==> src/hdl/scoc_pkg.sv <==
// ----------------------------------------------------------------------------
// scoc_pkg
// Shared types and constants for the signed circle-of-confusion pipeline.
// ----------------------------------------------------------------------------
`default_nettype none
package scoc_pkg;

  localparam int unsigned DW       = 114;
  localparam int unsigned FRAC_W   = 16;
  localparam int unsigned DIV_STEPS = 16;
  localparam logic [31:0] NEAR_PUSH = 32'd7;

  typedef enum logic [2:0] {
    CFG_FOCUS  = 3'd0,
    CFG_FOCAL  = 3'd1,
    CFG_FNUM   = 3'd2,
    CFG_SENSOR = 3'd3,
    CFG_MAX    = 3'd4,
    CFG_TOL    = 3'd5
  } cfg_idx_t;

  typedef struct packed {
    logic [31:0] focus;
    logic [31:0] focal;
    logic [15:0] fnum;
    logic [31:0] sensor;
    logic [15:0] maxb;
    logic [15:0] tol;
  } cfg_t;

  typedef struct packed {
    logic              valid;
    logic [DW-1:0]     rem;
    logic [DW-1:0]     den;
    logic [FRAC_W-1:0] frac;
    logic              sat;
    logic              neg;
  } div_t;

endpackage
`default_nettype wire

==> src/hdl/scoc_back.sv <==
// ----------------------------------------------------------------------------
// scoc_back
// Scales the ratio to texels, applies sign and focus test; output register.
// ----------------------------------------------------------------------------
`default_nettype none
module scoc_back
  import scoc_pkg::*;
(
  input  wire logic        clk,
  input  wire logic        rst,
  input  wire logic        en,
  input  wire div_t        in,
  input  wire cfg_t        cfg,
  output logic             valid,
  output logic signed [16:0] blur,
  output logic             in_focus
);

  logic [31:0] prod;
  logic        va, nega;
  logic [15:0] maga;

  assign prod = 32'(in.frac) * 32'(cfg.maxb);

  always_ff @(posedge clk) begin
    if (rst) begin
      va    <= 1'b0;
      valid <= 1'b0;
    end else if (en) begin
      va    <= in.valid;
      valid <= va;
    end
  end

  always_ff @(posedge clk) begin
    if (en) begin
      maga     <= in.sat ? cfg.maxb : prod[31:16];
      nega     <= in.neg;
      blur     <= nega ? -$signed({1'b0, maga}) : $signed({1'b0, maga});
      in_focus <= (maga <= cfg.tol);
    end
  end

endmodule
`default_nettype wire

==> config.mk <==
export PLATFORM = sky130hd
export DESIGN_NAME = scoc_back
export DESIGN_NICKNAME = d
export VERILOG_FILES = /design/src/hdl/scoc_pkg.sv /design/src/hdl/scoc_back.sv
export SDC_FILE = /design/constraint.sdc
export NUM_CORES = 1
export LEC_CHECK = 0
export ABC_AREA = 1
export BUFFER_PORTS_ARGS = -buffer_cell sky130_fd_sc_hd__buf_4
export CAP_MARGIN = 20
export CORE_AREA = 2 2 160 162
export CTS_CLUSTER_DIAMETER = 30
export DETAILED_ROUTE_END_ITERATION = 10
export DIE_AREA = 0 0 162 164
export GPL_ROUTABILITY_DRIVEN = 0
export PLACE_DENSITY = 0.72
export SETUP_SLACK_MARGIN = 0.2
export SYNTH_ARGS = -nofsm -noshare
export SYNTH_HDL_FRONTEND = slang
export SYNTH_SLANG_ARGS = --single-unit
==> constraint.sdc <==
create_clock -name clk -period 18.2 [get_ports clk]
set_input_delay 1.82 -clock clk [delete_from_list [all_inputs] [get_ports clk]]
set_output_delay 1.82 -clock clk [all_outputs]
set_load 0.1 [all_outputs]
==> metrics.txt <==
startpoint types input pin; initial antenna violation count 1; CP Class input pin to flop; fin crit share between 30% and 40%; total track usage 20.6%; Seq. cell area ~1100 µm²; RSZ-0062 raised after global routing no; Final TNS setup 0 ns; Port Buffers approximately 70; CTS Buffer Depth 2; area of the multi-input gates 8090 µm²; Setup Viol. Count Final 0; max-slew violations 0; syn nets 2,189; die height 164 µm; Root Buffer clkbuf_16; first-pass GRT wire length around 44 mm; overall routed net length 26.1 mm; outcome completed; Main synth FF type edfxtp_1; Final Hold Slack about 0.45 ns; vias in the first global route 9,475; Pleak roughly 7.0 nW; clock-pin slew on the worst setup and hold paths roughly 0.06 ns; DP Wirelength about 22 mm; GRT met2 Usage 36.4%; fin util between 40% and 50%; Final ANT Viol Nets 0; CTS tree built; crit-path max FO 17; met3 Usage GRT under 10%; post-synthesis cell count between 1,000 and 1,500; Slew @ Worst Pin a little under 0.5 ns; core footprint between 20,000 and 25,000 µm²; Yosys reg bits 37; Design Area, Final about 12,000 µm²; GRT met1 Usage 27.2%; gr ovfl total 0; Max VDD drop a little over 0.2 mV; Synth Cell Area about 11,000 µm²; max frequency 141 MHz; synth unique cells 33; Area Overhead vs Synth 8.10%; skew final 0.00425 ns; IO Count around 410; DIE WIDTH ~160 µm; worst path required time ~18 ns; total die area roughly 27,000 µm²; Hold Vio Cnt, Final 0; ratio of cells with drive above 1 in the final layout 5.61%; busiest grt layer met2; number of gates resized after CTS 0; routed wire length per instance 14.3 µm; H-tree lvl count 2; post-synthesis sequential area ratio around a tenth; placed inst area between 10,000 and 15,000 µm²; Num CTS Buffers 5; DRT iter0 DRCs roughly 600; CP Data Arrival Time slightly above 7 ns; Slew Limit Headroom 67.5%; Post-CTS Hold Buffers 0; drt first pass iters 5; post-CTS setup buffers 0; Pwr Total between 0.002 and 0.003 W; Tmin final ~7.1 ns; fin nets 2,202; detailed-route via count ~9,000; EDFF count, synth 35; Ys Warns 0; FILL cells 2,452; vias per cell 4.93; DRC viols 0; synthesized area per cell between 7 and 8 µm²; largest net degree at the start of global routing 39; row count 58; PwrDens 213 nW/µm²; Initial Util around 44%; Max Cap Violations 0; clk sink count 37; Critical Path End Type flop; Hold WC Path Type flop to flop; ys async rst share 0%; later-pin clock latency in the skew report around 0.28 ns
==> report_power, final <==
part / switching (W) / total [W] / internal, W
sequential: 0.0000223 / 0.000176 / 0.000153
combinational: 0.00147 / 0.00225 / 0.000780
clock: 0.0000365 / 0.000116 / 0.0000790
total: 0.00153 / 0.00254 / 0.00101
==> worst paths after layout <==
| kind | slack, ns | cells past startpoint | to | from |
|---|---|---|---|---|
| max reg2reg | 16.28 | 8 | blur[14]$_DFFE_PP_ | maga[0]$_DFFE_PP_ |
| min reg2reg | 0.45 | 0 | blur[0]$_DFFE_PP_ | maga[0]$_DFFE_PP_ |
| max | 11.10 | 22 | maga[12]$_DFFE_PP_ | cfg[23] |
| min | 0.45 | 0 | blur[0]$_DFFE_PP_ | maga[0]$_DFFE_PP_ |
==> layout make-up <==
cell class                 instances  area share (%)
clock buffer                       5            1.05
multi-input combinational        955            67.8
timing repair buffer              72            4.53
inverter                         426            13.4
clock inverter                     3           0.577
sequential                        37            9.14
antenna                            1          0.0210
tap                              330            3.46
==> layer usage <==
metal | vias to the layer above | part of all wire (%)
met5 | - | 0
met4 | 0 | 3.0
met3 | 49 | 4.4
met2 | 233 | 50
met1 | 4410 | 43
li1 | 4317 | -
==> synth_stat cells (2+ instances only) <==
library cell,n,area (µm²)
ha_1,118,1480
xnor2_1,3,26.3
edfxtp_1,35,1050
o21ai_0,25,125
a21oi_1,42,210
clkbuf_1,62,233
o21a_1,2,15.0
nor2_1,61,229
nand2_1,412,1550
a31oi_1,4,25.0
inv_1,424,1590
o21bai_1,3,22.5
xor2_1,14,123
dfxtp_1,2,40.0
nand4_1,5,31.3
fa_1,193,3860
nor3_1,11,55.1
clkinv_1,2,7.51
o21ai_1,3,15.0
nand3_1,45,225
clkbuf_2,2,10.0
nor4_1,2,12.5
a21o_1,2,15.0
nand3b_1,3,22.5
==> sequential cells by signal (all words and copies together) (netlist names) <==
register / flops
blur: 17
maga: 16
in_focus: 1
nega: 1
va: 1
valid: 1
==> cells in the final DEF (no fill, tap or decap), drive strengths merged, types with 3 or more instances in the layout <==
| cell type | synthesis | layout |
|---|---|---|
| nor3 | 12 | 12 |
| o21ai | 29 | 29 |
| nand2 | 412 | 412 |
| nand3 | 45 | 45 |
| buf | 2 | 72 |
| xor2 | 14 | 14 |
| xnor2 | 3 | 3 |
| inv | 424 | 425 |
| nand4 | 5 | 5 |
| a31oi | 4 | 4 |
| fa | 193 | 193 |
| clkbuf | 64 | 5 |
| nor2 | 62 | 62 |
| o21bai | 3 | 3 |
| nand3b | 3 | 3 |
| edfxtp | 35 | 35 |
| a21oi | 42 | 42 |
| ha | 118 | 118 |
==> worst max-delay path, cell delays in order <==
cell     delay, ns
buf_4         0.26
nand2_1       0.12
fa_1          0.54
inv_1         0.06
fa_1          0.51
inv_1         0.06
fa_1          0.53
inv_1         0.05
fa_1          0.40
fa_1          0.55
inv_1         0.05
fa_1          0.53
inv_1         0.04
ha_1          0.32
a21oi_1       0.26
o21ai_0       0.24
a21oi_1       0.31
nor2_1        0.08
nor2_1        0.12
nand3_1       0.09
nand3_1       0.09
nand2_1       0.09
==> kinds of logic (layout without fill, tap and decap cells) <==
family                   after synthesis  after routing  share of synthesized area [%]
AND/OR/NAND/NOR                      543            543                           19.5
flip-flops                            37             37                           9.88
buffers and inverters                492            506                           16.8
XOR/XNOR                              17             17                           1.35
AO/OA/AOI/OAI                         84             84                           4.10
other                                  0              1                              0
adder cells (fa/ha/maj)              311            311                           48.4
==> stage by stage <==
step	instances	setup slack [ns]
4_1_cts	1828	11.11
3_3_place_gp	1820	10.84
3_5_place_dp	1820	10.83
2_1_floorplan	1484	11.11
6_report	1829	11.10
5_1_grt	1829	10.83
Power figures use the tool's default switching activity.
