[config.mk]
export PLATFORM = sky130hd
export DESIGN_NAME = scoc_div_step
export DESIGN_NICKNAME = d
export VERILOG_FILES = /design/src/hdl/scoc_pkg.sv /design/src/hdl/scoc_div_step.sv
export SDC_FILE = /design/constraint.sdc
export NUM_CORES = 1
export LEC_CHECK = 0
export BUFFER_PORTS_ARGS = -buffer_cell sky130_fd_sc_hd__buf_2
export CORE_MARGIN = 5
export CORE_UTILIZATION = 54
export DETAILED_ROUTE_END_ITERATION = 8
export PLACE_DENSITY = 0.79
export SLEW_MARGIN = 20
export SYNTH_ARGS = -nofsm -noshare
export SYNTH_HDL_FRONTEND = slang
export SYNTH_SLANG_ARGS = --single-unit
[constraint.sdc]
create_clock -name clk -period 4.82 [get_ports clk]
set_input_delay 0.482 -clock clk [delete_from_list [all_inputs] [get_ports clk]]
set_output_delay 0.482 -clock clk [all_outputs]
set_load 0.02 [all_outputs]
[src/hdl/scoc_pkg.sv]
// ----------------------------------------------------------------------------
// scoc_pkg
// Shared types and constants for the signed circle-of-confusion pipeline.
// ----------------------------------------------------------------------------
`default_nettype none
package scoc_pkg;

  localparam int unsigned DW       = 114;
  localparam int unsigned FRAC_W   = 16;
  localparam int unsigned DIV_STEPS = 16;
  localparam logic [31:0] NEAR_PUSH = 32'd7;

  typedef enum logic [2:0] {
    CFG_FOCUS  = 3'd0,
    CFG_FOCAL  = 3'd1,
    CFG_FNUM   = 3'd2,
    CFG_SENSOR = 3'd3,
    CFG_MAX    = 3'd4,
    CFG_TOL    = 3'd5
  } cfg_idx_t;

  typedef struct packed {
    logic [31:0] focus;
    logic [31:0] focal;
    logic [15:0] fnum;
    logic [31:0] sensor;
    logic [15:0] maxb;
    logic [15:0] tol;
  } cfg_t;

  typedef struct packed {
    logic              valid;
    logic [DW-1:0]     rem;
    logic [DW-1:0]     den;
    logic [FRAC_W-1:0] frac;
    logic              sat;
    logic              neg;
  } div_t;

endpackage
`default_nettype wire

[src/hdl/scoc_div_step.sv]
// ----------------------------------------------------------------------------
// scoc_div_step
// One restoring division step: one quotient bit of the blur ratio.
// ----------------------------------------------------------------------------
`default_nettype none
module scoc_div_step
  import scoc_pkg::*;
(
  input  wire logic clk,
  input  wire logic rst,
  input  wire logic en,
  input  wire div_t in,
  output div_t      out
);

  logic [DW-1:0] r2;
  logic          take;

  always_comb begin
    r2   = in.rem << 1;
    take = (r2 >= in.den);
  end

  always_ff @(posedge clk) begin
    if (rst) begin
      out.valid <= 1'b0;
    end else if (en) begin
      out.valid <= in.valid;
    end
    if (en) begin
      out.den <= in.den;
      out.sat <= in.sat;
      out.neg <= in.neg;
      if (in.sat) begin
        out.rem  <= in.rem;
        out.frac <= in.frac;
      end else begin
        out.rem  <= take ? r2 - in.den : r2;
        out.frac <= {in.frac[FRAC_W-2:0], take};
      end
    end
  end

endmodule
`default_nettype wire

==> results.py, run 1 <==
metrics = {
    "worst_setup_path": {
        "worstReg2RegEnd": "out[246]",
        "cp_slowest_cell": "nor4b_1",
        "cp-end-kind": "register",
        "reg2reg_slack_ps": 4230,
        "crit_fanout": 37,
        "rr_startpoint": "out[246]",
        "critPathLaunchType": "input pin",
        "arrival_ps": 4430,
        "worstPathCellList": "buf_2 > inv_1 > ha_1 > buf_4 > nand2b_1 > a21oi_1 > o2111a_1 > nor4b_1 > o21ai_1 > o21ai_1 > and3b_4 > or4_1 > o211ai_2 > a21o_4 > nor2b_2 > buf_4 > a221o_1",
        "cp_slowest_stage_delay_ps": 670,
        "r2r_cells": 2,
        "path_class": "input pin to register",
        "crit_required_ps": 5100,
    },
    "synth": {
        "synth_edf_count": 246,
        "synthesis.nets": 2233,
        "synthArstFlopShare": 0,
        "ys_seq_elements": 247,
        "netlist_top_cells_count": "edfxtp_1, a21oi_1, nor2_1",
        "synthCells": 1868,
        "syn_avg_cell_area_um2": 9.51,
        "yosysWarnings": 0,
        "yosysMostFrequentCell": "edfxtp_1",
        "synth.distinct_cells": 75,
        "yosys_most_used_dff": "edfxtp_1",
        "yosysSeqAreaShare": 0.417,
        "synth_top_area_frac": 0.416,
        "netlist_area_um2": 17800,
        "synth.area.top_cells": "edfxtp_1, ha_1, a21oi_1, mux2_2, nor2_1",
        "synth_top_area_cell": "edfxtp_1",
    },
    "sta": {
        "fin_setup_tns_ps": 0,
        "hold_viol": 0,
        "slew_headroom": 0.425,
        "rsz0062_at_grt": "false",
        "skew_ps": 0,
        "min_period_ps": 4140,
        "maxSlewViolCount": 0,
        "tightestPinTransition_ps": 863,
        "setup_ws_ps": 679,
        "setup-violations-final": 0,
        "timing.fmax_mhz": 241,
        "post-route-period-util": 0.859,
    },
    "clock_network": {
        "cts.sinks": 247,
        "cts_tree": "done",
        "post_cts_buffers": 0,
        "cts.path.max_buffers": 3,
        "clk_pin_slew_ps": 60,
        "htree_levels": 1,
        "insertion_delay_ps": 540,
        "cts_resized": 0,
        "cts_inserted_buffers": 28,
        "cts-root-buf": "clkbuf_16",
        "holdBufCountCts": 0,
    },
    "grt": {
        "grt_pass1_vias": 16167,
        "grt.total_usage": 0.298,
        "antenna_found_initial": 2,
        "grt_pass1_wl_um": 87500,
        "grt.overflow.total": 0,
        "grt_max_degree": 103,
    },
    "placed_design": {
        "gp_congestion": 0.929,
        "dp_slack_ps": 113,
        "hpwl_um": 46200,
        "io_buffer_count": 496,
    },
    "power_and_ir_drop": {
        "leakage_uw": 0.00930,
        "irDropWorstVdd_mv": 0.271,
        "pwr_density_cell_nw_per_um2": 329,
    },
    "detailed_routing": {
        "drt_iter0_drc": 1229,
        "routed_via_density": 5.88,
        "route.detailed.wl_per_inst_um": 20.8,
        "vias": 16316,
        "wl_um": 57800,
        "dr.pass1.iters": 6,
        "drtAntennaViolNets": 0,
        "drc": 0,
    },
    "worst_hold_path": {
        "hold_path_startpoint": "rst",
        "hp-class": "input pin to register",
        "min_to": "out[246]",
        "hold_depth": 2,
    },
    "finish": {
        "regMostFlops": "out",
        "n_fill_cell": 2683,
        "regArea_um2": 7410,
        "post-route-util": 0.658,
        "layout-drive-gt1-share": 0.294,
        "area_delta_synth_final_pct": 20.5,
        "largest_register_ffs": 247,
        "final_nets": 2677,
        "multi_input_area_um2": 9260,
        "reg.largest.list": "out x247",
    },
    "floorplanning": {
        "ios": 497,
        "coreArea_um2": 32500,
        "initial_utilization": 0.546,
        "die_h_um": 191,
        "rows": 66,
        "fp.dieW_um": 191,
        "die_area_um2": 36600,
    },
    "run_status": {
        "outcome": "completed",
    },
    "job": {
        "max_cap_viol_count": 0,
    },
}
-- worst max-delay path: cells and delay by family --
kind | cells | cell delay, ps
buffers and inverters | 4 | 540
adders and majority gates | 1 | 330
and+or+nand+nor | 5 | 1430
AOI/OAI and AO/OA | 7 | 1640
-- cell families (layout without fill, tap and decap cells) --
kind of cell	after synthesis	after routing	synth area share
flops	247	247	0.417
buf+inv	252	716	0.0621
xor+xnor	110	110	0.0543
mux	111	111	0.0699
compound gates	536	536	0.182
fa+ha+maj	115	115	0.0815
simple gates	497	497	0.133
other cells	0	2	0
-- area by class of cell --
class                   instances  area share
repair buffers                519       0.127
clock inverters                17     0.00772
well taps                     442      0.0258
diodes                          2    0.000234
multi-input cells            1369       0.433
inverters                     147      0.0258
flip-flops and latches        247       0.346
clock buffers                  33      0.0346
-- worst max path at each step --
stage           start       end  slack [ps]  cells after the start
4_1_cts        in[20]  out[231]         690                     17
3_5_place_dp   in[67]  out[187]         110                     15
3_3_place_gp   in[20]  out[187]         150                     17
2_1_floorplan  in[54]  out[135]        1080                     17
5_1_grt        in[20]  out[194]         530                     17
6_report       in[20]  out[194]         680                     17
-- cells in the final DEF, fill, tap and decap left out, types with 19 or more instances in the layout --
cell type    n
buf_2      494
inv_1      146
o21ai_0    107
nand4_1     55
edfxtp_1   246
nand2_1    145
mux2_2     101
buf_4       19
xor2_1      49
nor2_1     169
a21oi_1    239
xnor2_1     61
clkbuf_16   29
ha_1       114
a21o_1      36
o21a_1      20
-- through the flow --
step                      instances  hold slack, ps  instance area [um^2]  power (uW)
after detailed placement       2724             507                 20500        4910
after global placement         2724             495                 20500        4880
final                          2776            96.6                 21400        7040
after global routing           2775            86.9                 21400        7360
after CTS                      2774            64.2                 21400        7050
after floorplan                1868             554                 17800        4180
-- report_power, final --
group | leakage (uW) | switching, uW | internal [uW]
Combinational | 0.00644 | 1400 | 823
Sequential | 0.00242 | 60.2 | 2630
Clock | 0.000444 | 875 | 1250
-- routing by layer --
layer,share of wire,global-route usage
met2,0.49,0.519
met3,0.080,0.0491
met4,0.037,0.0992
met1,0.40,0.378
met5,0.00019,0
Note: power is estimated with default switching activity, not from simulation.
==> run 2: changes to the inputs <==
--- a/config.mk
+++ b/config.mk
@@ -6,10 +6,13 @@
 export NUM_CORES = 1
 export LEC_CHECK = 0
 export BUFFER_PORTS_ARGS = -buffer_cell sky130_fd_sc_hd__buf_2
+export CELL_PAD_IN_SITES_DETAIL_PLACEMENT = 0
+export CELL_PAD_IN_SITES_GLOBAL_PLACEMENT = 1
+export CORE_ASPECT_RATIO = 1.4
 export CORE_MARGIN = 5
-export CORE_UTILIZATION = 54
+export CORE_UTILIZATION = 40
 export DETAILED_ROUTE_END_ITERATION = 8
-export PLACE_DENSITY = 0.79
+export PLACE_DENSITY = 0.78
 export SLEW_MARGIN = 20
 export SYNTH_ARGS = -nofsm -noshare
 export SYNTH_HDL_FRONTEND = slang
==> run 2 against run 1 <==
Clock power is 4% lower. Setup slack got worse by 69 ps. Die area is 33% higher. Worst hold slack worse by 6.1 ps. Count of clock-buffer cells in the layout down 3. Global-route usage down 5.8 points. Via count is 2.0% lower. Critical path type unchanged. Largest cell class unchanged.
==> results.py, run 2 (synthesized netlist as in run 1, its figures left out) <==
metrics = {
    "worst_setup_path": {
        "path_class": "input pin to register",
        "r2r_cells": 2,
        "arrival_ps": 4510,
        "reg2reg_slack_ps": 4250,
        "cp-startpoint": "in[20]",
        "crit_required_ps": 5120,
        "worstReg2RegEnd": "out[246]",
        "critPathLaunchType": "input pin",
        "rr_startpoint": "out[246]",
        "critPathCapture": "out[233]",
        "cp-end-kind": "register",
        "crit_fanout": 4,
    },
    "placed_design": {
        "hpwl_um": 50400,
        "gp_congestion": 0.915,
        "io_buffer_count": 496,
        "placed_area_um2": 20800,
    },
    "clock_network": {
        "cts.path.max_buffers": 3,
        "post_cts_buffers": 0,
        "cts.sinks": 247,
        "cts_resized": 0,
        "insertion_delay_ps": 540,
        "cts_tree": "done",
        "cts_inserted_buffers": 27,
        "clk_pin_slew_ps": 60,
        "holdBufCountCts": 0,
        "cts-root-buf": "clkbuf_16",
        "htree_levels": 1,
    },
    "sta": {
        "slew_headroom": 0.338,
        "timing.fmax_mhz": 238,
        "post-route-period-util": 0.873,
        "hold_slack_ps": 90.4,
        "rsz0062_at_grt": "false",
        "min_period_ps": 4210,
        "setup-violations-final": 0,
        "tightestPinTransition_ps": 993,
        "maxSlewViolCount": 0,
        "skew_ps": 0,
        "hold_viol": 0,
        "fin_setup_tns_ps": 0,
    },
    "grt": {
        "antenna_found_initial": 3,
        "grt_max_degree": 112,
        "grt_pass1_vias": 16454,
        "grt_pass1_wl_um": 93400,
        "grt.overflow.total": 0,
        "grt.total_usage": 0.240,
    },
    "power_and_ir_drop": {
        "intPower_uw": 4650,
        "irDropWorstVdd_mv": 0.262,
        "netSwitchingPower_uw": 2340,
        "p_seq_frac": 0.385,
        "swShare": 0.335,
        "pwr_density_cell_nw_per_um2": 323,
        "p_comb_frac": 0.322,
        "power_uw": 6990,
        "leakage_uw": 0.00934,
        "p_clk_frac": 0.294,
    },
    "job": {
        "max_cap_viol_count": 0,
    },
    "detailed_routing": {
        "route.detailed.wl_per_inst_um": 21.3,
        "routed_via_density": 5.51,
        "wl_um": 61800,
        "vias": 15991,
        "drtAntennaViolNets": 0,
        "dr.pass1.iters": 5,
        "drt_iter0_drc": 1088,
        "drc": 0,
    },
    "floorplanning": {
        "ios": 497,
        "die_h_um": 259,
        "rows": 91,
        "fp.dieW_um": 188,
        "initial_utilization": 0.404,
        "coreArea_um2": 43900,
        "die_area_um2": 48800,
    },
    "finish": {
        "layout_common_cells": "buf_2, edfxtp_1, a21oi_1",
        "layout-drive-gt1-share": 0.298,
        "final_nets": 2691,
        "final_cell_area_um2": 21600,
        "reg.largest.list": "out x247",
        "mostFrequentLayoutCell": "buf_2",
        "regMostFlops": "out",
        "area_delta_synth_final_pct": 21.8,
        "largest_register_ffs": 247,
        "post-route-util": 0.492,
        "n_fill_cell": 4317,
    },
    "run_status": {
        "outcome": "completed",
    },
    "worst_hold_path": {
        "hp-class": "input pin to register",
        "hold_path_startpoint": "rst",
    },
}
## run 2: cell count changes in the layout (fill, tap and decap cells not counted), sizes merged
cell,delta
buf,+15
clkbuf,-3
clkinvlp,+2
inv,-2
clkinv,-1
diode,+1
## run 2: worst max-delay path: stages
cell	delay, ps
buf_2	170
inv_1	60
ha_1	340
nand2_1	90
a211oi_1	270
o311ai_0	220
buf_4	190
a31oi_1	470
o21ai_0	190
buf_4	180
nand3_1	110
a21boi_1	100
o21ai_0	450
a21oi_1	230
o21ai_0	480
xor2_1	130
a221o_1	330
## run 2: layout make-up
type                    count  area [um^2]  share of cell area
clock buffers              30          687              0.0318
repair buffers            534         2850               0.132
clock inverters            16          169             0.00781
well taps                 558          698              0.0323
diodes                      3         7.51            0.000347
multi-input cells        1369         9260               0.428
inverters                 147          552              0.0255
flip-flops and latches    247         7410               0.343
## run 2: worst min-delay path by stage
stage / end / slack (ps) / cells after the start
after floorplan: out[246] / 550 / 1
after global placement: out[246] / 470 / 2
after detailed placement: out[246] / 480 / 2
after CTS: out[246] / 60 / 2
after global routing: out[246] / 70 / 2
final: out[246] / 90 / 2
## run 2: power groups by stage
| stage | clock network, uW | logic, uW | registers [uW] |
|---|---|---|---|
| 6_report | 2050 | 2250 | 2690 |
| 3_5_place_dp | 0 | 2240 | 2730 |
| 2_1_floorplan | 0 | 1170 | 3010 |
| 5_1_grt | 2200 | 2440 | 2710 |
| 4_1_cts | 2110 | 2250 | 2690 |
| 3_3_place_gp | 0 | 2230 | 2730 |
## run 2: metal layers
layer	GRT usage	share of wire	vias up
met5	0	0	-
met4	0.0816	0.037	0
met3	0.0394	0.058	100
met2	0.451	0.52	546
met1	0.274	0.38	7621
li1	-	-	7724
## run 2: stage by stage
step                std cells  setup slack, ps
floorplan                1868             1080
global placement         2855              169
detailed placement       2855              177
CTS                      2901              752
global route             2904              439
finish                   2904              610
